`src/design/bgd_pkg.sv`:
```
// ----------------------------------------------------------------------------
// bgd_pkg
// Shared types, codes and constants of the button gesture detector.
// ----------------------------------------------------------------------------
`default_nettype none

package bgd_pkg;

  localparam int AGE_W     = 17;
  localparam int CFG_W     = 16;
  localparam int CFG_IDX_W = 2;

  localparam logic [AGE_W-1:0] AGE_MAX = {AGE_W{1'b1}};

  localparam logic             RST_ACTIVE_HIGH  = 1'b1;
  localparam logic [CFG_W-1:0] RST_DEBOUNCE     = 16'd30;
  localparam logic [CFG_W-1:0] RST_DOUBLE_CLICK = 16'd350;
  localparam logic [CFG_W-1:0] RST_LONG_PRESS   = 16'd800;

  typedef enum logic [CFG_IDX_W-1:0] {
    CFG_ACTIVE_HIGH  = 2'd0,
    CFG_DEBOUNCE     = 2'd1,
    CFG_DOUBLE_CLICK = 2'd2,
    CFG_LONG_PRESS   = 2'd3
  } cfg_idx_t;

  typedef enum logic [2:0] {
    G_NONE       = 3'd0,
    G_LONG_START = 3'd1,
    G_LONG_END   = 3'd2,
    G_DOUBLE     = 3'd3,
    G_SINGLE     = 3'd4
  } gesture_t;

  typedef struct packed {
    logic             active_high;
    logic [CFG_W-1:0] debounce_ticks;
    logic [CFG_W-1:0] double_click_ticks;
    logic [CFG_W-1:0] long_press_ticks;
  } cfg_t;

  typedef struct packed {
    gesture_t gesture;
    logic     pressed_now;
  } result_t;

  // saturating tick counter
  function automatic logic [AGE_W-1:0] age_inc(input logic [AGE_W-1:0] a);
    age_inc = (a == AGE_MAX) ? AGE_MAX : a + 1'b1;
  endfunction

endpackage

`default_nettype wire

```
`src/design/bgd_in_if.sv`:
```
// ----------------------------------------------------------------------------
// bgd_in_if
// Sample channel: one raw pin level per word.
// ----------------------------------------------------------------------------
`default_nettype none

interface bgd_in_if;
  logic valid;
  logic ready;
  logic raw_level;

  modport source (output valid, output raw_level, input ready);
  modport sink   (input valid, input raw_level, output ready);
endinterface

`default_nettype wire

```
`src/design/bgd_out_if.sv`:
```
// ----------------------------------------------------------------------------
// bgd_out_if
// Result channel: gesture code and debounced pressed state per word.
// ----------------------------------------------------------------------------
`default_nettype none

interface bgd_out_if;
  logic       valid;
  logic       ready;
  logic [2:0] gesture;
  logic       pressed_now;

  modport source (output valid, output gesture, output pressed_now, input ready);
  modport sink   (input valid, input gesture, input pressed_now, output ready);
endinterface

`default_nettype wire

```
`src/design/bgd_cfg_regs.sv`:
```
// ----------------------------------------------------------------------------
// bgd_cfg_regs
// Configuration register file, write only.
// ----------------------------------------------------------------------------
`default_nettype none

module bgd_cfg_regs
  import bgd_pkg::*;
(
  input  wire logic                 clk,
  input  wire logic                 rst_n,
  input  wire logic                 cfg_we,
  input  wire logic [CFG_IDX_W-1:0] cfg_index,
  input  wire logic [CFG_W-1:0]     cfg_data,
  output cfg_t                      cfg
);

  cfg_t cfg_r, cfg_nxt;

  always_comb begin
    cfg_nxt = cfg_r;
    if (cfg_we) begin
      case (cfg_idx_t'(cfg_index))
        CFG_ACTIVE_HIGH:  cfg_nxt.active_high        = cfg_data[0];
        CFG_DEBOUNCE:     cfg_nxt.debounce_ticks     = cfg_data;
        CFG_DOUBLE_CLICK: cfg_nxt.double_click_ticks = cfg_data;
        CFG_LONG_PRESS:   cfg_nxt.long_press_ticks   = cfg_data;
        default:          cfg_nxt = cfg_r;
      endcase
    end
  end

  always_ff @(posedge clk) begin
    if (!rst_n) begin
      cfg_r.active_high        <= RST_ACTIVE_HIGH;
      cfg_r.debounce_ticks     <= RST_DEBOUNCE;
      cfg_r.double_click_ticks <= RST_DOUBLE_CLICK;
      cfg_r.long_press_ticks   <= RST_LONG_PRESS;
    end else begin
      cfg_r <= cfg_nxt;
    end
  end

  assign cfg = cfg_r;

endmodule

`default_nettype wire

```
`src/design/bgd_step.sv`:
```
// ----------------------------------------------------------------------------
// bgd_step
// Debounce and gesture state; computes one tick per accepted word.
// ----------------------------------------------------------------------------
`default_nettype none

module bgd_step
  import bgd_pkg::*;
(
  input  wire logic clk,
  input  wire logic rst_n,
  input  wire logic in_fire,
  input  wire logic raw_level,
  input  wire cfg_t cfg,
  output result_t   result
);

  logic             prev_raw_r,      prev_raw_nxt;
  logic [AGE_W-1:0] bounce_age_r,    bounce_age_nxt;
  logic             debounced_r,     debounced_nxt;
  logic             deb_before_r;
  logic [AGE_W-1:0] hold_age_r,      hold_age_nxt;
  logic             long_active_r,   long_active_nxt;
  logic             click_pending_r, click_pending_nxt;
  logic [AGE_W-1:0] release_age_r,   release_age_nxt;

  logic     raw_pressed;
  logic     press_edge;
  logic     release_edge;
  gesture_t gesture;

  always_comb begin
    raw_pressed = cfg.active_high ? raw_level : ~raw_level;
    gesture     = G_NONE;

    // debounce
    bounce_age_nxt = (raw_level != prev_raw_r) ? '0 : age_inc(bounce_age_r);
    debounced_nxt  = (bounce_age_nxt > {1'b0, cfg.debounce_ticks}) ? raw_pressed
                                                                    : debounced_r;
    prev_raw_nxt   = raw_level;

    press_edge   = debounced_nxt & ~deb_before_r;
    release_edge = ~debounced_nxt & deb_before_r;

    hold_age_nxt      = press_edge ? '0 : age_inc(hold_age_r);
    long_active_nxt   = press_edge ? 1'b0 : long_active_r;
    click_pending_nxt = click_pending_r;
    release_age_nxt   = age_inc(release_age_r);

    if (debounced_nxt && !long_active_nxt &&
        hold_age_nxt >= {1'b0, cfg.long_press_ticks}) begin
      long_active_nxt   = 1'b1;
      click_pending_nxt = 1'b0;
      gesture           = G_LONG_START;
    end

    if (release_edge) begin
      if (long_active_nxt) begin
        long_active_nxt = 1'b0;
        gesture         = G_LONG_END;
      end else if (click_pending_nxt &&
                   release_age_nxt <= {1'b0, cfg.double_click_ticks}) begin
        click_pending_nxt = 1'b0;
        gesture           = G_DOUBLE;
      end else begin
        // first release, or second one too late: open a new window
        click_pending_nxt = 1'b1;
        release_age_nxt   = '0;
      end
    end

    if (click_pending_nxt && release_age_nxt > {1'b0, cfg.double_click_ticks}) begin
      click_pending_nxt = 1'b0;
      gesture           = G_SINGLE;
    end

    result.gesture     = gesture;
    result.pressed_now = debounced_nxt;
  end

  always_ff @(posedge clk) begin
    if (!rst_n) begin
      prev_raw_r      <= 1'b1;
      bounce_age_r    <= '0;
      debounced_r     <= 1'b0;
      deb_before_r    <= 1'b0;
      hold_age_r      <= '0;
      long_active_r   <= 1'b0;
      click_pending_r <= 1'b0;
      release_age_r   <= '0;
    end else if (in_fire) begin
      prev_raw_r      <= prev_raw_nxt;
      bounce_age_r    <= bounce_age_nxt;
      debounced_r     <= debounced_nxt;
      deb_before_r    <= debounced_nxt;
      hold_age_r      <= hold_age_nxt;
      long_active_r   <= long_active_nxt;
      click_pending_r <= click_pending_nxt;
      release_age_r   <= release_age_nxt;
    end
  end

  // a long press cancels any pending click and never outlives the press
  a_long_no_click: assert property (@(posedge clk) disable iff (!rst_n)
    !(long_active_r && click_pending_r))
    else $error("long press and pending click both set");

  a_long_needs_press: assert property (@(posedge clk) disable iff (!rst_n)
    long_active_r |-> debounced_r)
    else $error("long press active while released");

  a_before_tracks: assert property (@(posedge clk) disable iff (!rst_n)
    $past(in_fire) |-> deb_before_r == debounced_r)
    else $error("edge history out of step with debounced level");

endmodule

`default_nettype wire

```
`src/design/bgd_top.sv`:
```
// ----------------------------------------------------------------------------
// button_gesture_detector_top
// Debounced button with long press, double click and single click detection.
// ----------------------------------------------------------------------------
// Each input word is one raw pin sample taken on a 1 ms tick; each yields
// exactly one result word in the next cycle (gesture code, debounced state).
// The block takes one sample per clock: the tick logic sits between the state
// registers and a single result register, and in_ch.ready is high whenever
// that register is empty or being read. The user writes configuration via
// cfg_we/cfg_index/cfg_data while no word is in flight; it is not enforced.
`default_nettype none

module button_gesture_detector_top
  import bgd_pkg::*;
(
  input  wire logic                 clk,
  input  wire logic                 rst_n,
  input  wire logic                 cfg_we,
  input  wire logic [CFG_IDX_W-1:0] cfg_index,
  input  wire logic [CFG_W-1:0]     cfg_data,
  bgd_in_if.sink                    in_ch,
  bgd_out_if.source                 out_ch
);

  cfg_t    cfg;
  result_t result;
  result_t result_r;
  logic    out_valid_r, out_valid_nxt;
  logic    in_ready;
  logic    in_fire;

  assign in_ready = ~out_valid_r | out_ch.ready;
  assign in_fire  = in_ch.valid & in_ready;

  bgd_cfg_regs u_cfg (
    .clk       (clk),
    .rst_n     (rst_n),
    .cfg_we    (cfg_we),
    .cfg_index (cfg_index),
    .cfg_data  (cfg_data),
    .cfg       (cfg)
  );

  bgd_step u_step (
    .clk       (clk),
    .rst_n     (rst_n),
    .in_fire   (in_fire),
    .raw_level (in_ch.raw_level),
    .cfg       (cfg),
    .result    (result)
  );

  assign out_valid_nxt = in_fire | (out_valid_r & ~out_ch.ready);

  always_ff @(posedge clk) begin
    if (!rst_n) begin
      out_valid_r <= 1'b0;
    end else begin
      out_valid_r <= out_valid_nxt;
    end
  end

  always_ff @(posedge clk) begin
    if (in_fire) begin
      result_r <= result;
    end
  end

  assign in_ch.ready        = in_ready;
  assign out_ch.valid       = out_valid_r;
  assign out_ch.gesture     = result_r.gesture;
  assign out_ch.pressed_now = result_r.pressed_now;

  a_fire_to_out: assert property (@(posedge clk) disable iff (!rst_n)
    in_fire |=> out_valid_r)
    else $error("accepted word produced no result");

  a_empty_ready: assert property (@(posedge clk) disable iff (!rst_n)
    !out_valid_r |-> in_ready)
    else $error("input stalled with empty result register");

  a_no_drop: assert property (@(posedge clk) disable iff (!rst_n)
    (out_valid_r && !out_ch.ready) |-> !in_fire)
    else $error("accepted word while result held");

endmodule

`default_nettype wire
```
`src/flat_wrapper.sv`:
```
// flat-port wrapper written by rule: the top's interface ports become plain ports
module button_gesture_detector_top_flat import bgd_pkg::*;
  (clk, rst_n, cfg_we, cfg_index, cfg_data, in_ch_valid, in_ch_raw_level, in_ch_ready, out_ch_valid, out_ch_gesture, out_ch_pressed_now, out_ch_ready);
  bgd_in_if in_ch_i ();
  bgd_out_if out_ch_i ();
  input  wire logic clk;
  input  wire logic rst_n;
  input  wire logic cfg_we;
  input  wire logic [CFG_IDX_W-1:0] cfg_index;
  input  wire logic [CFG_W-1:0] cfg_data;
  input wire logic [$bits(in_ch_i.valid)-1:0] in_ch_valid;
  input wire logic [$bits(in_ch_i.raw_level)-1:0] in_ch_raw_level;
  output wire logic [$bits(in_ch_i.ready)-1:0] in_ch_ready;
  output wire logic [$bits(out_ch_i.valid)-1:0] out_ch_valid;
  output wire logic [$bits(out_ch_i.gesture)-1:0] out_ch_gesture;
  output wire logic [$bits(out_ch_i.pressed_now)-1:0] out_ch_pressed_now;
  input wire logic [$bits(out_ch_i.ready)-1:0] out_ch_ready;
  assign in_ch_i.valid = in_ch_valid;
  assign in_ch_i.raw_level = in_ch_raw_level;
  assign in_ch_ready = in_ch_i.ready;
  assign out_ch_valid = out_ch_i.valid;
  assign out_ch_gesture = out_ch_i.gesture;
  assign out_ch_pressed_now = out_ch_i.pressed_now;
  assign out_ch_i.ready = out_ch_ready;
  button_gesture_detector_top u_core (.clk(clk), .rst_n(rst_n), .cfg_we(cfg_we), .cfg_index(cfg_index), .cfg_data(cfg_data), .in_ch(in_ch_i), .out_ch(out_ch_i));
endmodule
```
`config.mk`:
```
export PLATFORM = sky130hd
export DESIGN_NAME = button_gesture_detector_top_flat
export DESIGN_NICKNAME = d
export VERILOG_FILES = /design/src/design/bgd_pkg.sv /design/src/design/bgd_in_if.sv /design/src/design/bgd_out_if.sv /design/src/design/bgd_cfg_regs.sv /design/src/design/bgd_step.sv /design/src/design/bgd_top.sv /design/src/flat_wrapper.sv
export SDC_FILE = /design/constraint.sdc
export NUM_CORES = 1
export LEC_CHECK = 0
export ABC_CLOCK_PERIOD_IN_PS = 6900
export BUFFER_PORTS_ARGS = -buffer_cell sky130_fd_sc_hd__buf_2
export CORE_ASPECT_RATIO = 0.6
export CORE_MARGIN = 3
export CORE_UTILIZATION = 55
export DETAILED_ROUTE_END_ITERATION = 16
export GPL_TIMING_DRIVEN = 0
export PLACE_DENSITY = 0.72
export SKIP_LAST_GASP = 1
export SYNTH_ARGS = -nofsm -noshare
export SYNTH_HDL_FRONTEND = slang
export SYNTH_SLANG_ARGS = --single-unit
```
`constraint.sdc`:
```
create_clock -name clk -period 6.9 [get_ports clk]
set_clock_uncertainty 0.05 [all_clocks]
set_input_delay 0.69 -clock clk [delete_from_list [all_inputs] [get_ports clk]]
set_output_delay 0.69 -clock clk [all_outputs]
set_load 0.01 [all_outputs]
```
After elaboration in Yosys (flattened, before gate mapping):

Cells that the tools add are included.

* output and inout port bits: 6
* word-level logic and storage cells: 71
* bits in registers: 109

* eq/ne operators: 7
* muxes and demuxes: 22
* reduce and logical (&&, ||, !) cells: 10
* add/sub/neg operators: 3
* magnitude comparators: 4
* bitwise operators: 11

Operators by type and width (number)
* two-way mux 17 bit: 8
* adder 17 x 1 -> 17 bit (second input constant): 3
* == test 17 bit (second input constant): 3
* > comparator 17 x 16 -> 1 bit: 2
* >= comparator 17 x 16 -> 1 bit: 1
* less-or-equal comparator 17 x 16 -> 1 bit: 1
* two-way mux 1 bit: 11
* two-way mux 3 bit: 3
* AND reduction 2 bit: 4
* NOT 1 bit: 5
* bitwise AND 1 bit: 4
* == test 2 bit (second input constant): 2
* logical AND 1 bit: 4
* == test 2 x 1 -> 1 bit (second input constant): 1
* logical NOT 2 bit: 1
* bitwise OR 1 bit: 2
* logical NOT 1 bit: 1
* inequality test 1 bit: 1

Logic depth before layout (Yosys ltp):

* depth after elaboration: 18
* mapped depth: 26
* depth with buffers taken out: 24

By module:

From an unflattened synthesis, not the netlist that was laid out.

* cells, all modules: 891
* area, all modules: 7378.3 um2

Modules (own cells, without submodules)
* bgd_step: sequential area each 1101.1 um2, cells each 686, times used 1, area each 5221.3 um2
* bgd_cfg_regs: sequential area each 980.9 um2, cells each 196, times used 1, area each 1979.4 um2
* button_gesture_detector_top: sequential area each 140.1 um2, cells each 9, times used 1, area each 177.7 um2

Worst setup path before layout:

Ideal clock, no wire load.

* path kind: register -> register
* from: register u_core.u_step.release_age_r[0]
* to: register u_core.u_step.click_pending_r
* data required time: 6.776 ns
* slack: 1.380 ns
* setup time: 0.074 ns
* arrival time: 5.396 ns
* stages on the path, launching flop included: 25
* buffers on the path: 2
* path through: dfxtp_1 > ha_1 > and3_1 > and3_1 > and4_1 > nand2_1 > clkbuf_1 > buf_1 > nand2_1 > ha_1 > o21a_1 > o211ai_1 > o211a_1 > o311a_2 > or3_4 > and2_1 > ha_1 > o21ai_0 > a21oi_1 > o41ai_1 > a21oi_1 > o21ai_0 > inv_1 > or4b_1 > a31oi_1

* word-level cells in the longest chain between the ends: 10
* elaborated cells on any way between the ends: 14
* classes of those cells: 1 x add/sub; 2 x order compare; 1 x eq/ne; 8 x mux; 2 x reduce/logical

Ends and longest elaborated chain
* start, declared: RTL line bgd_step.sv:25 `logic [AGE_W-1:0] release_age_r, release_age_nxt;`
* start signal, assigned: RTL line bgd_step.sv:99 `release_age_r <= release_age_nxt;`
* adder 17 x 1 -> 17 bit / == test 17 bit (equally long branches): RTL line bgd_pkg.sv:49 `age_inc = (a == AGE_MAX) ? AGE_MAX : a + 1'b1;`
* two-way mux 17 bit (*): RTL line bgd_pkg.sv:49
* less-or-equal comparator 17 x 16 -> 1 bit: RTL line bgd_step.sv:62 `release_age_nxt <= {1'b0, cfg.double_click_ticks}) begin`
* logical AND 1 bit: RTL line bgd_step.sv:61 `end else if (click_pending_nxt &&`
* two-way mux 17 bit: RTL line bgd_step.sv:61
* two-way mux 17 bit: RTL line bgd_step.sv:58 `if (long_active_nxt) begin`
* two-way mux 17 bit (*): RTL line bgd_step.sv:57 `if (release_edge) begin`
* named net u_core.u_step.release_age_nxt[2]: RTL line bgd_step.sv:25
* > comparator 17 x 16 -> 1 bit (*): RTL line bgd_step.sv:72 `if (click_pending_nxt && release_age_nxt > {1'b0, cfg.double_click_ticks}) begin`
* logical AND 1 bit (*): RTL line bgd_step.sv:72
* two-way mux 1 bit (*): RTL line bgd_step.sv:72
* end signal, assigned: RTL line bgd_step.sv:98 `click_pending_r <= click_pending_nxt;`
* end, declared: RTL line bgd_step.sv:24 `logic click_pending_r, click_pending_nxt;`

The timed path passes the listed nets; every way through them passes the cells marked *.
A chain may end at the register's enable or synchronous reset.

Worst setup path in the final report:

Ends and elaborated chain as after synthesis.

==> results.md <==
* Critical Path End Type: register
* Max clock buf depth at 2
* Sequential share of the synthesized area at 0.328
* Core Rows at 30
* Synthesized flop and latch total at 109
* GR Overflow Total at 0
* Top_reg_cell synth: dfxtp_1
* Vias in the first global route at 5,812
* Clk_lat worst skew at 0.36 ns
* GPL Wtd Cong at 0.974
* Drc violations at 0
* Most common cell after layout, fill and taps aside: nand2_1
* Top Ports at 30
* Power Density at 174 mW/mm2
* Clk pin slew, worst setup/hold paths at 0.08 ns
* Rel. slew slack at 0.438
* Number of H-tree levels at 3
* Syn-to-layout area delta at 9.21%
* Final WS setup at 0.481 ns
* Vias per cell at 5.93
* Slew Limit Fails at 0
* Worst-Margin Slew at 0.843 ns
* Setup TNS at 0 ns
* Worst setup startpoint: u_core.u_step.release_age_r[0]$_SDFFE_PN0P_
* Routed wire length at 19.1 mm
* Synth area leader: dfxtp_1
* FF-to-FF path depth at 26
* Worst hold start: u_core.u_cfg.cfg[47]$_SDFFE_PN0P_
* # fillers at 1,063
* Netlist cell types at 61
* Crit Path Class: register to register
* Synthesis Warnings at 0
* Status: completed
* Post-DRT Antenna Nets at 0
* Mapped Area at 0.00678 mm2
* Yosys top cell area share at 0.310
* Fmax achieved at 0.156 GHz
* Die width at 149 um
* Final Cell Area at 0.00740 mm2
* Synth async-reset ratio at 0
* Cell Area, Placed at 0.00712 mm2
* Post-layout net count at 1,002
* Worst Setup Start Kind: register
* Initial antenna violation count at 0
* RR Startpoint: u_core.u_step.release_age_r[0]$_SDFFE_PN0P_
* 1st-iter DRT viols at 648
* CTS tree: yes
* CTS Sinks at 109
* CTS Hold Bufs at 0
* Die Y at 92.0 um
* Routed length per instance at 17.8 um
* Hold path cells at 2
* Crit path max fanout at 10
* Tot GR Track Use at 0.284
* Area of the multi-input gates at 0.00416 mm2
* Hpwl dp at 15.4 mm
* Lkg Pwr at 3.05 nW
* Final Hold Vio Count at 0
* MaxCap Viol Count at 0
* First-pass GRT wire length at 30.6 mm
* Share of layout cells above drive strength 1 at 0.0797
* RSZ-0062 raised after global routing: no
* Dpl cells at 1,060
* Finish-stage setup viols at 0
* Post-layout power at 0.00129 W
* Setup Buffers After CTS at 0
* Post-synth EDFFs at 4
* Register area at 0.00222 mm2
* Post-Place Worst Slack at 0.175 ns
* Drt first pass iters at 5
* CTS Buf Count at 9
* DR vias at 6,386
* Part of the cycle the worst path needs at 0.930
* VDD IR-drop max at 0.000109 V
* Syn avg cell area at 7.78 um2
* Buffers added on ports at 29
* Most frequent cells in the layout: 190 x nand2_1, 130 x a21oi_1, 105 x dfxtp_1, 67 x ha_1, 59 x inv_1
* Largest net degree at the start of global routing at 19
* Fin crit period at 6.42 ns
* CTS root buffer: clkbuf_16
* CORE AREA at 0.0117 mm2
* Starting density of the core at 0.581
* Syn nets at 962
* Synth Instances at 871
* Critical Path AT at 6.65 ns
* Final Non-Filler Cells at 1,076
* Hold WC Path Type: register to register
* Area of the die at 0.0137 mm2
* Worst Path Required at 7.13 ns
* Main area contributors after synthesis: dfxtp_1 31%, ha_1 12%, nand2_1 11%
* Antenna cell count at 0
-- critical path, stage by stage, from the launching register on --
cell	delay [ns]
dfxtp_1	0.38
ha_1	0.26
and3_1	0.22
and3_1	0.25
and4_1	0.26
nand2_1	0.12
clkbuf_1	0.41
nand3_1	0.32
ha_1	0.39
o211ai_1	0.09
a21oi_1	0.14
nor4_1	0.07
o211a_1	0.23
o311a_2	0.48
nor3_4	0.24
buf_6	0.20
buf_4	0.19
a21oi_1	0.07
ha_1	0.32
o21ai_0	0.09
a21oi_1	0.07
o41ai_1	0.27
a21oi_1	0.13
o21ai_2	0.31
inv_1	0.13
or4b_1	0.53
a31oi_1	0.13
-- sequential cells by signal, summed over array words and instances, names as in the netlist --
name,count
u_core.u_step.click_pending_r,1
u_core.u_cfg.cfg,49
u_core.out_ch.gesture,3
u_core.u_step.bounce_age_r,17
u_core.u_step.long_active_r,1
u_core.out_ch.pressed_now,1
u_core.out_ch.valid,1
u_core.u_step.prev_raw_r,1
u_core.u_step.release_age_r,17
u_core.u_step.deb_before_r,1
u_core.u_step.hold_age_r,17
-- metal layers --
metal	vias up	track usage	wire, um
met3	17	0.101	2070
met4	0	0.0434	164
li1	3113	-	-
met2	264	0.373	7330
met1	2992	0.444	9560
met5	-	0	0
-- repair_timing --
action                                  4_1_cts  5_1_grt
endpoints found under the setup margin        0        3
resized for setup                             0        3
hold endpoints to repair                      0        0
-- final cells by class --
cell class,count,share of cell area
plain buffers,40,0.0233
clock buffers,10,0.0309
clock inverters,6,0.00609
inverters,60,0.0304
multi-input cells,662,0.562
flip-flops and latches,109,0.300
well taps,160,0.0270
repair buffers,29,0.0196
-- Yosys cell counts, types with 3 or more instances --
cell type	number
o21a_1	6
a21oi_1	130
and3_1	9
o31ai_1	3
buf_1	4
or2_2	4
nor2b_1	4
xnor2_1	14
o211ai_1	15
o21ai_0	20
nor3_1	4
nand3_1	31
ha_1	67
xor2_1	28
nand2b_1	7
inv_1	59
nor4_1	4
a211o_1	3
clkbuf_1	31
a22o_1	13
a21o_1	10
nand4_1	17
nand2_1	190
and2_1	8
dfxtp_1	105
a211oi_1	13
nor2_1	24
edfxtp_1	4
-- metrics by stage --
| stage | hold slack (ns) | utilization |
|---|---|---|
| 2_1_floorplan | 0.386 | - |
| 3_3_place_gp | 0.394 | 0.610 |
| 3_5_place_dp | 0.400 | 0.610 |
| 4_1_cts | 0.410 | 0.634 |
| 5_1_grt | 0.429 | 0.634 |
| 6_report | 0.409 | 0.634 |
-- power by group --
group	internal, W	switching [W]
clock network	0.000249	0.000246
logic	0.0000446	0.0000923
registers	0.000648	0.0000107
total	0.000942	0.000349
-- final timing paths --
path / endpoint / slack, ns
worst min-delay path: u_core.u_cfg.cfg[47]$_SDFFE_PN0P_ / 0.41
worst max register to register: u_core.u_step.click_pending_r$_SDFFE_PN0P_ / 0.48
worst min register to register: u_core.u_cfg.cfg[47]$_SDFFE_PN0P_ / 0.41
worst max-delay path: u_core.u_step.click_pending_r$_SDFFE_PN0P_ / 0.48
-- cells by family after synthesis --
group / Yosys count / synth area share
compound gates: 233 / 0.213
mux: 2 / 0.00295
buf+inv: 100 / 0.0585
xor+xnor: 43 / 0.0567
fa+ha+maj: 67 / 0.124
simple gates: 317 / 0.217
flops: 109 / 0.328
Note: power is estimated with default switching activity, not from simulation.
